$ cat src/hw/rtl/prt_pkg.sv
`default_nettype none
package prt_pkg;
  localparam int DEPTH = 16;
  localparam int SLOT_BITS = $clog2(DEPTH);
  localparam int CNT_BITS = $clog2(DEPTH + 1);
  localparam int TAG_BITS = 16;
  localparam int ENTRY_BITS = 32 + 4 + 32 + 32 + 32 + 8 + 32 + 32;
  localparam logic [31:0] TIMEOUT_RESET = 32'd1000;
  localparam logic [15:0] EXPIRY_STATUS = 16'd504;
  localparam logic [16:0] TAG_NONE = 17'h10000;

  localparam logic [2:0] REQ_ADD = 3'd0;
  localparam logic [2:0] REQ_REMOVE = 3'd1;
  localparam logic [2:0] REQ_DEAL = 3'd2;
  localparam logic [2:0] REQ_TICK = 3'd3;
  localparam logic [2:0] REQ_CANCEL = 3'd4;

  localparam logic [2:0] RES_ADD = 3'd0;
  localparam logic [2:0] RES_REMOVE = 3'd1;
  localparam logic [2:0] RES_DEAL = 3'd2;
  localparam logic [2:0] RES_EXPIRY = 3'd3;
  localparam logic [2:0] RES_CANCEL = 3'd4;
  localparam logic [2:0] RES_DONE = 3'd5;

  typedef struct packed {
    logic [2:0] req_type;
    logic [31:0] handler;
    logic [3:0] cb_kind;
    logic [31:0] context_tag;
    logic [31:0] user_id;
    logic [31:0] group_id;
    logic [7:0] group_type;
    logic [31:0] extra_word;
    logic [16:0] seq_tag;
    logic [15:0] status_in;
    logic [31:0] now;
  } req_t;

  typedef struct packed {
    logic [2:0] result_kind;
    logic ok;
    logic [16:0] out_tag;
    logic [31:0] out_handler;
    logic [3:0] out_kind;
    logic [31:0] out_context;
    logic [31:0] out_user;
    logic [31:0] out_group;
    logic [7:0] out_group_type;
    logic [31:0] out_extra;
    logic [15:0] status_out;
    logic last;
  } rsp_t;

  typedef struct packed {
    logic [31:0] handler;
    logic [3:0] kind;
    logic [31:0] context_tag;
    logic [31:0] user_id;
    logic [31:0] group_id;
    logic [7:0] group_type;
    logic [31:0] extra_word;
    logic [31:0] stamp;
  } entry_t;

  typedef enum logic [2:0] {
    ST_IDLE, ST_READ, ST_DECIDE, ST_SEND, ST_WRITE
  } state_t;
endpackage
`default_nettype wire

$ cat src/hw/rtl/prt_ram.sv
`default_nettype none
module prt_ram #(
  parameter int WIDTH = 8,
  parameter int DEPTH = 16
) (
  input  wire logic                     clk,
  input  wire logic                     we,
  input  wire logic [$clog2(DEPTH)-1:0] waddr,
  input  wire logic [WIDTH-1:0]         wdata,
  input  wire logic [$clog2(DEPTH)-1:0] raddr,
  output logic      [WIDTH-1:0]         rdata
);
  logic [WIDTH-1:0] mem [DEPTH];
  always_ff @(posedge clk) begin
    if (we) begin
      mem[waddr] <= wdata;
    end
    rdata <= mem[raddr];
  end
endmodule
`default_nettype wire

$ cat src/hw/rtl/prt_cfg.sv
`default_nettype none
module prt_cfg (
  input  wire logic        clk,
  input  wire logic        rst,
  input  wire logic        psel,
  input  wire logic        penable,
  input  wire logic        pwrite,
  input  wire logic [1:0]  paddr,
  input  wire logic [31:0] pwdata,
  output logic      [31:0] prdata,
  output logic             pready,
  output logic      [31:0] timeout_limit
);
  import prt_pkg::*;
  always_ff @(posedge clk) begin
    if (rst) begin
      timeout_limit <= TIMEOUT_RESET;
    end else if (psel && penable && pwrite && paddr == 2'd0) begin
      timeout_limit <= pwdata;
    end
  end
  assign pready = 1'b1;
  assign prdata = (paddr == 2'd0) ? timeout_limit : 32'd0;
endmodule
`default_nettype wire

$ cat src/hw/rtl/pending_request_tracker.sv
`default_nettype none
// Pending request tracker: a ring of up to DEPTH requests with wrapping tags.
// Input channel in_valid/in_stall carries one request beat (add, remove,
// deal, tick check, cancel all). Output channel out_valid/out_stall carries
// result beats; the final beat of each request has last set.
// Add, remove and deal give one result; tick and cancel give one beat per
// reported entry and then a done beat.
// Entries live in one synchronous RAM with a registered read port. A rejected
// or tagless remove or deal and an unknown request give their beat from the
// read state; add goes through the write state, and remove and a deal in the
// middle go through the decide state before their beat. A deal at the head
// gives its beat while the head advances and then drops cleared head entries.
// Tick drops cleared entries and reports expired entries from the head;
// cancel walks every live and cleared entry and reports the live ones.
// A new request is taken only after the previous one finished.
// Reset empties the ring and sets timeout_limit to 1000; the RAM is not
// cleared since only occupied entries are read.
// While out_stall is high the current beat holds and the walk waits for it.
// timeout_limit is register 0 on the APB port at address 0.
module pending_request_tracker (
  input  wire logic           clk,
  input  wire logic           rst,
  input  wire logic           in_valid,
  output logic                in_stall,
  input  wire prt_pkg::req_t  in_data,
  output logic                out_valid,
  input  wire logic           out_stall,
  output prt_pkg::rsp_t       out_data,
  input  wire logic           psel,
  input  wire logic           penable,
  input  wire logic           pwrite,
  input  wire logic [1:0]     paddr,
  input  wire logic [31:0]    pwdata,
  output logic      [31:0]    prdata,
  output logic                pready
);
  import prt_pkg::*;

  logic [31:0] timeout_limit;
  prt_cfg u_cfg (
    .clk, .rst, .psel, .penable, .pwrite, .paddr, .pwdata, .prdata, .pready,
    .timeout_limit
  );

  state_t state, state_next;
  req_t req;
  logic [SLOT_BITS-1:0] head_slot;
  logic [CNT_BITS-1:0] fill_count;
  logic [TAG_BITS-1:0] last_tag;
  logic [CNT_BITS-1:0] idx;
  logic popped;

  logic we;
  logic [SLOT_BITS-1:0] waddr, raddr;
  entry_t wdata, rdata;

  prt_ram #(.WIDTH(ENTRY_BITS), .DEPTH(DEPTH)) u_ram (
    .clk, .we, .waddr, .wdata, .raddr, .rdata
  );

  logic [TAG_BITS-1:0] head_tag, tag_dist, seq_low;
  logic tag_none, in_ring;
  logic [CNT_BITS:0] pos_sum;
  logic [SLOT_BITS-1:0] pos_slot;
  logic [31:0] age;
  logic accept;

  assign accept = in_valid && !in_stall;
  assign in_stall = (state != ST_IDLE);
  assign head_tag = last_tag - TAG_BITS'(fill_count) + 1'b1;
  assign seq_low = req.seq_tag[TAG_BITS-1:0];
  assign tag_none = |req.seq_tag[16:TAG_BITS];
  assign tag_dist = seq_low - head_tag;
  assign in_ring = (tag_dist < TAG_BITS'(fill_count));
  assign pos_sum = (CNT_BITS+1)'(head_slot) + (CNT_BITS+1)'(idx);
  assign pos_slot = (pos_sum >= (CNT_BITS+1)'(DEPTH)) ?
                    SLOT_BITS'(pos_sum - (CNT_BITS+1)'(DEPTH)) : SLOT_BITS'(pos_sum);
  assign age = req.now - rdata.stamp;

  rsp_t rsp_next;
  logic load_rsp;
  logic [SLOT_BITS-1:0] head_next;
  logic [CNT_BITS-1:0] fill_next, idx_next;
  logic [TAG_BITS-1:0] last_next;
  logic popped_next;
  logic [CNT_BITS:0] rd_sum;

  assign rd_sum = (CNT_BITS+1)'(head_next) + (CNT_BITS+1)'(idx_next);
  assign raddr = (rd_sum >= (CNT_BITS+1)'(DEPTH)) ?
                 SLOT_BITS'(rd_sum - (CNT_BITS+1)'(DEPTH)) : SLOT_BITS'(rd_sum);

  function automatic rsp_t mk(input logic [2:0] k, input logic o,
                              input logic [16:0] t, input logic l);
    rsp_t r;
    r = '0;
    r.result_kind = k;
    r.ok = o;
    r.out_tag = t;
    r.last = l;
    return r;
  endfunction

  function automatic rsp_t with_entry(input rsp_t r0, input entry_t e);
    rsp_t r;
    r = r0;
    r.out_handler = e.handler;
    r.out_kind = e.kind;
    r.out_context = e.context_tag;
    r.out_user = e.user_id;
    r.out_group = e.group_id;
    r.out_group_type = e.group_type;
    r.out_extra = e.extra_word;
    return r;
  endfunction

  always_comb begin
    state_next = state;
    rsp_next = out_data;
    load_rsp = 1'b0;
    head_next = head_slot;
    fill_next = fill_count;
    last_next = last_tag;
    idx_next = idx;
    popped_next = popped;
    we = 1'b0;
    waddr = pos_slot;
    wdata = rdata;
    unique case (state)
      ST_IDLE: begin
        if (accept) begin
          state_next = ST_READ;
        end
      end
      ST_READ: begin
        state_next = ST_DECIDE;
        idx_next = '0;
        popped_next = 1'b0;
        unique case (req.req_type)
          REQ_ADD: begin
            load_rsp = 1'b1;
            state_next = ST_SEND;
            if (req.handler == '0 || fill_count >= CNT_BITS'(DEPTH)) begin
              rsp_next = mk(RES_ADD, 1'b0, TAG_NONE, 1'b1);
            end else begin
              idx_next = fill_count;
              state_next = ST_WRITE;
              rsp_next = mk(RES_ADD, 1'b1, 17'(last_tag + 1'b1), 1'b1);
            end
          end
          REQ_REMOVE, REQ_DEAL: begin
            load_rsp = 1'b1;
            state_next = ST_SEND;
            if (tag_none) begin
              rsp_next = mk(req.req_type, 1'b1, TAG_NONE, 1'b1);
            end else if (fill_count == '0 || !in_ring) begin
              rsp_next = mk(req.req_type, 1'b0, TAG_NONE, 1'b1);
            end else begin
              load_rsp = 1'b0;
              idx_next = CNT_BITS'(tag_dist);
              state_next = ST_DECIDE;
            end
          end
          REQ_TICK, REQ_CANCEL: begin
            state_next = ST_DECIDE;
          end
          default: begin
            load_rsp = 1'b1;
            rsp_next = mk(RES_DONE, 1'b0, TAG_NONE, 1'b1);
            state_next = ST_SEND;
          end
        endcase
      end
      ST_DECIDE: begin
        // rdata holds entry at pos_slot (read issued last cycle)
        unique case (req.req_type)
          REQ_REMOVE: begin
            load_rsp = 1'b1;
            rsp_next = mk(RES_REMOVE, 1'b1, req.seq_tag, 1'b1);
            state_next = ST_SEND;
            if (idx == '0) begin
              head_next = pos_slot + 1'b1;
              if (head_slot == SLOT_BITS'(DEPTH - 1)) head_next = '0;
              fill_next = fill_count - 1'b1;
            end else begin
              we = 1'b1;
              wdata.handler = '0;
            end
          end
          REQ_DEAL: begin
            if (!popped) begin
              load_rsp = 1'b1;
              rsp_next = with_entry(mk(RES_DEAL, 1'b1, req.seq_tag, 1'b1), rdata);
              if (idx == '0) begin
                head_next = (head_slot == SLOT_BITS'(DEPTH - 1)) ? '0 : head_slot + 1'b1;
                fill_next = fill_count - 1'b1;
                popped_next = 1'b1;
                // next cycle re-reads head: use ST_WRITE as wait
                state_next = ST_WRITE;
              end else begin
                we = 1'b1;
                wdata.handler = '0;
                state_next = ST_SEND;
              end
            end else if (fill_count != '0 && rdata.handler == '0) begin
              head_next = (head_slot == SLOT_BITS'(DEPTH - 1)) ? '0 : head_slot + 1'b1;
              fill_next = fill_count - 1'b1;
              state_next = ST_WRITE;
            end else begin
              state_next = ST_SEND;
            end
          end
          REQ_TICK: begin
            if (fill_count == '0) begin
              load_rsp = 1'b1;
              rsp_next = mk(RES_DONE, 1'b1, TAG_NONE, 1'b1);
              state_next = ST_SEND;
            end else if (rdata.handler == '0) begin
              head_next = (head_slot == SLOT_BITS'(DEPTH - 1)) ? '0 : head_slot + 1'b1;
              fill_next = fill_count - 1'b1;
              state_next = ST_WRITE;
            end else if (age > timeout_limit) begin
              load_rsp = 1'b1;
              rsp_next = with_entry(mk(RES_EXPIRY, 1'b1, 17'(head_tag), 1'b0), rdata);
              rsp_next.status_out = EXPIRY_STATUS;
              head_next = (head_slot == SLOT_BITS'(DEPTH - 1)) ? '0 : head_slot + 1'b1;
              fill_next = fill_count - 1'b1;
              state_next = ST_SEND;
            end else begin
              load_rsp = 1'b1;
              rsp_next = mk(RES_DONE, 1'b1, TAG_NONE, 1'b1);
              state_next = ST_SEND;
            end
          end
          REQ_CANCEL: begin
            if (idx >= fill_count) begin
              load_rsp = 1'b1;
              rsp_next = mk(RES_DONE, 1'b1, TAG_NONE, 1'b1);
              state_next = ST_SEND;
            end else if (rdata.handler != '0) begin
              load_rsp = 1'b1;
              rsp_next = with_entry(mk(RES_CANCEL, 1'b1,
                                       17'(head_tag + TAG_BITS'(idx)), 1'b0), rdata);
              rsp_next.status_out = req.status_in;
              idx_next = idx + 1'b1;
              state_next = ST_SEND;
            end else begin
              idx_next = idx + 1'b1;
              state_next = ST_WRITE;
            end
          end
          default: begin
            state_next = ST_SEND;
          end
        endcase
      end
      ST_SEND: begin
        // a beat already taken while the head was being advanced counts as sent
        if (!out_valid || !out_stall) begin
          state_next = out_data.last ? ST_IDLE : ST_WRITE;
        end
      end
      ST_WRITE: begin
        // add write-back, or read wait before re-deciding
        if (req.req_type == REQ_ADD && out_data.ok && !popped) begin
          we = 1'b1;
          wdata.handler = req.handler;
          wdata.kind = req.cb_kind;
          wdata.context_tag = req.context_tag;
          wdata.user_id = req.user_id;
          wdata.group_id = req.group_id;
          wdata.group_type = req.group_type;
          wdata.extra_word = req.extra_word;
          wdata.stamp = req.now;
          last_next = last_tag + 1'b1;
          fill_next = fill_count + 1'b1;
          popped_next = 1'b1;
          state_next = ST_SEND;
        end else begin
          state_next = ST_DECIDE;
        end
      end
      default: state_next = ST_IDLE;
    endcase
  end

  always_ff @(posedge clk) begin
    if (rst) begin
      state <= ST_IDLE;
      head_slot <= '0;
      fill_count <= '0;
      last_tag <= '0;
      out_valid <= 1'b0;
      idx <= '0;
      popped <= 1'b0;
    end else begin
      state <= state_next;
      head_slot <= head_next;
      fill_count <= fill_next;
      last_tag <= last_next;
      idx <= idx_next;
      popped <= popped_next;
      if (out_valid && !out_stall) begin
        out_valid <= 1'b0;
      end
      if (load_rsp && !(req.req_type == REQ_ADD && rsp_next.ok)) begin
        out_valid <= 1'b1;
      end else if (state == ST_WRITE && state_next == ST_SEND) begin
        out_valid <= 1'b1;
      end
    end
  end

  always_ff @(posedge clk) begin
    if (accept) begin
      req <= in_data;
    end
    if (load_rsp) begin
      out_data <= rsp_next;
    end
  end
endmodule
`default_nettype wire
$ cat config.mk
export PLATFORM = sky130hd
export DESIGN_NAME = pending_request_tracker
export DESIGN_NICKNAME = d
export VERILOG_FILES = /design/src/hw/rtl/prt_pkg.sv /design/src/hw/rtl/prt_ram.sv /design/src/hw/rtl/prt_cfg.sv /design/src/hw/rtl/pending_request_tracker.sv
export SDC_FILE = /design/constraint.sdc
export NUM_CORES = 2
export LEC_CHECK = 0
export ABC_CLOCK_PERIOD_IN_PS = 41100
export BUFFER_PORTS_ARGS = -buffer_cell sky130_fd_sc_hd__buf_2
export CAP_MARGIN = 30
export CELL_PAD_IN_SITES_DETAIL_PLACEMENT = 1
export CELL_PAD_IN_SITES_GLOBAL_PLACEMENT = 1
export CORE_MARGIN = 5
export CORE_UTILIZATION = 55
export DETAILED_ROUTE_END_ITERATION = 6
export PLACE_DENSITY_LB_ADDON = 0.12
export SLEW_MARGIN = 40
export SYNTH_ARGS = -nofsm -noshare
export SYNTH_HDL_FRONTEND = slang
export SYNTH_SLANG_ARGS = --single-unit
$ cat constraint.sdc
create_clock -name clk -period 41.1 [get_ports clk]
set_input_delay 8.22 -clock clk [delete_from_list [all_inputs] [get_ports clk]]
set_output_delay 8.22 -clock clk [all_outputs]
set_load 0.01 [all_outputs]
==> results_dict.tcl <==
set metrics [dict create \
    crit_start "paddr[1]" \
    r2r_slack_ns 29.59 \
    power.switching_mw 3.13 \
    yosysMostFrequentCell "edfxtp_1" \
    seqPwrFrac_pct 47.5 \
    syn-cell-area_um2 155000 \
    syn-instance-count 7768 \
    pwr-share-comb_pct 20.0 \
    hold_depth 2 \
    antenna_found_initial 19 \
    synth_cell_types 87 \
    synth_edf_count 3714 \
    fin_crit_sh_pct 42.3 \
    firstDrtPassIters 6 \
    p_leak_nw 61.1 \
    gr-usage-met1_pct 39.9 \
    die_h_um 540 \
    worst_hold_slack_ns 0.461 \
    place.gp.congestion 0.840 \
    crit_type "in2out" \
    drc_errors 0 \
    power_mw 11.3 \
    endpoint "prdata[0]" \
    root_buffer "clkbuf_16" \
    drt_wl_total_um 400000 \
    syn2layout_area_growth_pct 13.9 \
    yosysTopAreaCell "edfxtp_1" \
    ant_nets 0 \
    slew_viol_final 0 \
    met2_usage_pct 44.0 \
    swShare_pct 27.8 \
    io_buffers 524 \
    synth_top_flop_cell "edfxtp_1" \
    drv_cap 0 \
    cts_tree "built" \
    timing.rr.end "u_ram.rdata[55]" \
    grt_max_degree 98 \
    cp_max_fo 32 \
    clockBufferDepth 4 \
    ys_warn_count 0 \
    postCtsSetupRepairBufs 0 \
    avgRoutedWirePerCell_um 31.8 \
    synth_common_cells "3714 x edfxtp_1, 816 x mux4_2, 614 x mux2i_1" \
    fmax_mhz 57.6 \
    overflow 0 \
    grt_pass1_vias 84000 \
    num-fill-cells 23400 \
    internal-power_mw 8.13 \
    clock_skew_ns 0.0660 \
    groute.layer.met3.usage_pct 3.32 \
    tightest_slew_ns 1.01 \
    io_pins 526 \
    grt.total_usage_pct 27.2 \
    async_reset_ff_share_pct 0 \
    postCtsHoldBufs 0 \
    nets 8932 \
    rsz0062_at_grt "no" \
    rows 194 \
    worstRegToRegCells 32 \
    top_usage_layer "met2" \
    clk_pin_slew_ns 0.05 \
    drtIter0Drc 9017 \
    synth_top_area_share_pct 72.1 \
    ctsResizeCount 0 \
    dieWidth_um 540 \
    numCtsBuffers 398 \
    initial_core_util_pct 55.3 \
    cp.required_ns 32.88 \
    grt_first_pass_wirelength_um 586000 \
    drive_gt1_share_pct 24.6 \
    slew_headroom_pct 32.7 \
    hp-class "reg2reg" \
    design_area_um2 176000 \
    vdd_drop_max_mv 0.0563 \
    period_minus_slack_ns 17.37 \
    yosys-top-cells-area "edfxtp_1 72%, mux4_2 12%, mux2i_1 4.0%" \
    worstSetupStartpointType "input pin" \
    crit_path_end_kind "output port" \
    setup_violations 0 \
    tns_ns 0 \
    clock_sinks 3985 \
    synth_nets 8186 \
    hold_viol_final 0 \
    seq_area_frac_synth_pct 75.7 \
    postSynthAreaPerCell_um2 19.9 \
    dieArea_um2 292000 \
    arrival_ns 9.15 \
    via_per_inst 6.31 \
    outcome "complete, no violations" \
    dpl_cell_area_um2 163000 \
    ys_seq_elements 3985 \
    pwr_density_cell_nw_per_um2 63.9 \
    cts-htree-levels 5 \
    power.share.clock_pct 32.5 \
    place_hpwl_um 222000 \
    insertion_delay_ns 0.95 \
    hp-start "u_cfg.timeout_limit[13]" \
    timing.rr.start "req[1]" \
    vias 79400 \
    core_um2 280000 \
]
==> stage by stage <==
step           setup WS, ns  std cells  util [%]
2_1_floorplan         22.04       7768         -
3_3_place_gp          23.82      11800      57.9
3_5_place_dp          23.75      11800      58.2
4_1_cts               23.75      12600      62.9
5_1_grt               23.66      12600      63.0
6_report              23.73      12600      63.0
==> registers in the layout, indices dropped and copies added, names as in the netlist, 3 cells and up, named ones only <==
| signal | cells |
|---|---|
| idx | 4 |
| head_slot | 4 |
| u_cfg.timeout_limit | 32 |
| out_data | 210 |
| u_ram.mem | 3264 |
| req | 240 |
| u_ram.rdata | 204 |
| last_tag | 16 |
| fill_count | 5 |
| state | 3 |
==> worst max-delay path, stage by stage <==
cell and delay (ns):
buf_2 0.43, nor2_1 0.15, and2_1 0.20, buf_2 0.13
==> cells in the final DEF (no fill, tap or decap), drive strengths merged, types with 138 or more instances in the layout <==
| master | count |
|---|---|
| a21oi | 141 |
| and2 | 196 |
| buf | 717 |
| clkbuf | 557 |
| dfxtp | 271 |
| edfxtp | 3714 |
| inv | 138 |
| mux2i | 614 |
| mux4 | 816 |
| nand2 | 604 |
==> cell type report <==
type / instances / area [um^2] / share of cell area [%]
Antenna cell: 6 / 15.0 / 0.00853
Clock buffer: 557 / 11200 / 6.36
Clock inverter: 189 / 1960 / 1.11
Inverter: 124 / 465 / 0.264
Multi-Input combinational cell: 3288 / 35800 / 20.3
Sequential cell: 3985 / 117000 / 66.4
Tap cell: 3724 / 4660 / 2.65
Timing Repair Buffer: 717 / 5010 / 2.85
==> how the worst min path moves through the flow <==
stage / endpoint / slack, ns
global route: u_cfg.timeout_limit[15] / 0.48
finish: u_cfg.timeout_limit[13] / 0.46
detailed placement: u_cfg.timeout_limit[13] / 0.45
CTS: u_cfg.timeout_limit[13] / 0.46
floorplan: u_cfg.timeout_limit[10] / 0.44
global placement: u_cfg.timeout_limit[10] / 0.44
==> cells by family (layout without fill, tap and decap cells) <==
group	Yosys count	count (layout)	synth area share (%)
buffers and inverters	495	1587	1.30
muxes	1431	1431	15.9
and+or+nand+nor	1153	1153	3.48
xor gates and xnor gates	84	84	0.476
adders and majority gates	138	138	1.14
AOI/OAI and AO/OA	481	481	2.07
DFF	3985	3985	75.7
other	1	7	0.00243
==> metal layers <==
| layer | vias to the layer above | part of all wire (%) |
|---|---|---|
| met4 | 6 | 2.6 |
| met2 | 3440 | 49 |
| met3 | 588 | 6.9 |
| met5 | - | 0.010 |
| met1 | 42600 | 42 |
| li1 | 32800 | - |
==> power by group through the flow <==
stage | Clock [mW] | Sequential (mW) | Combinational [mW]
2_1_floorplan | 0 | 5.39 | 1.51
3_3_place_gp | 0 | 5.42 | 2.11
3_5_place_dp | 0 | 5.43 | 2.24
4_1_cts | 3.71 | 5.35 | 2.26
5_1_grt | 3.90 | 5.36 | 2.44
6_report | 3.65 | 5.35 | 2.26
(Power assumes the default switching activity.)
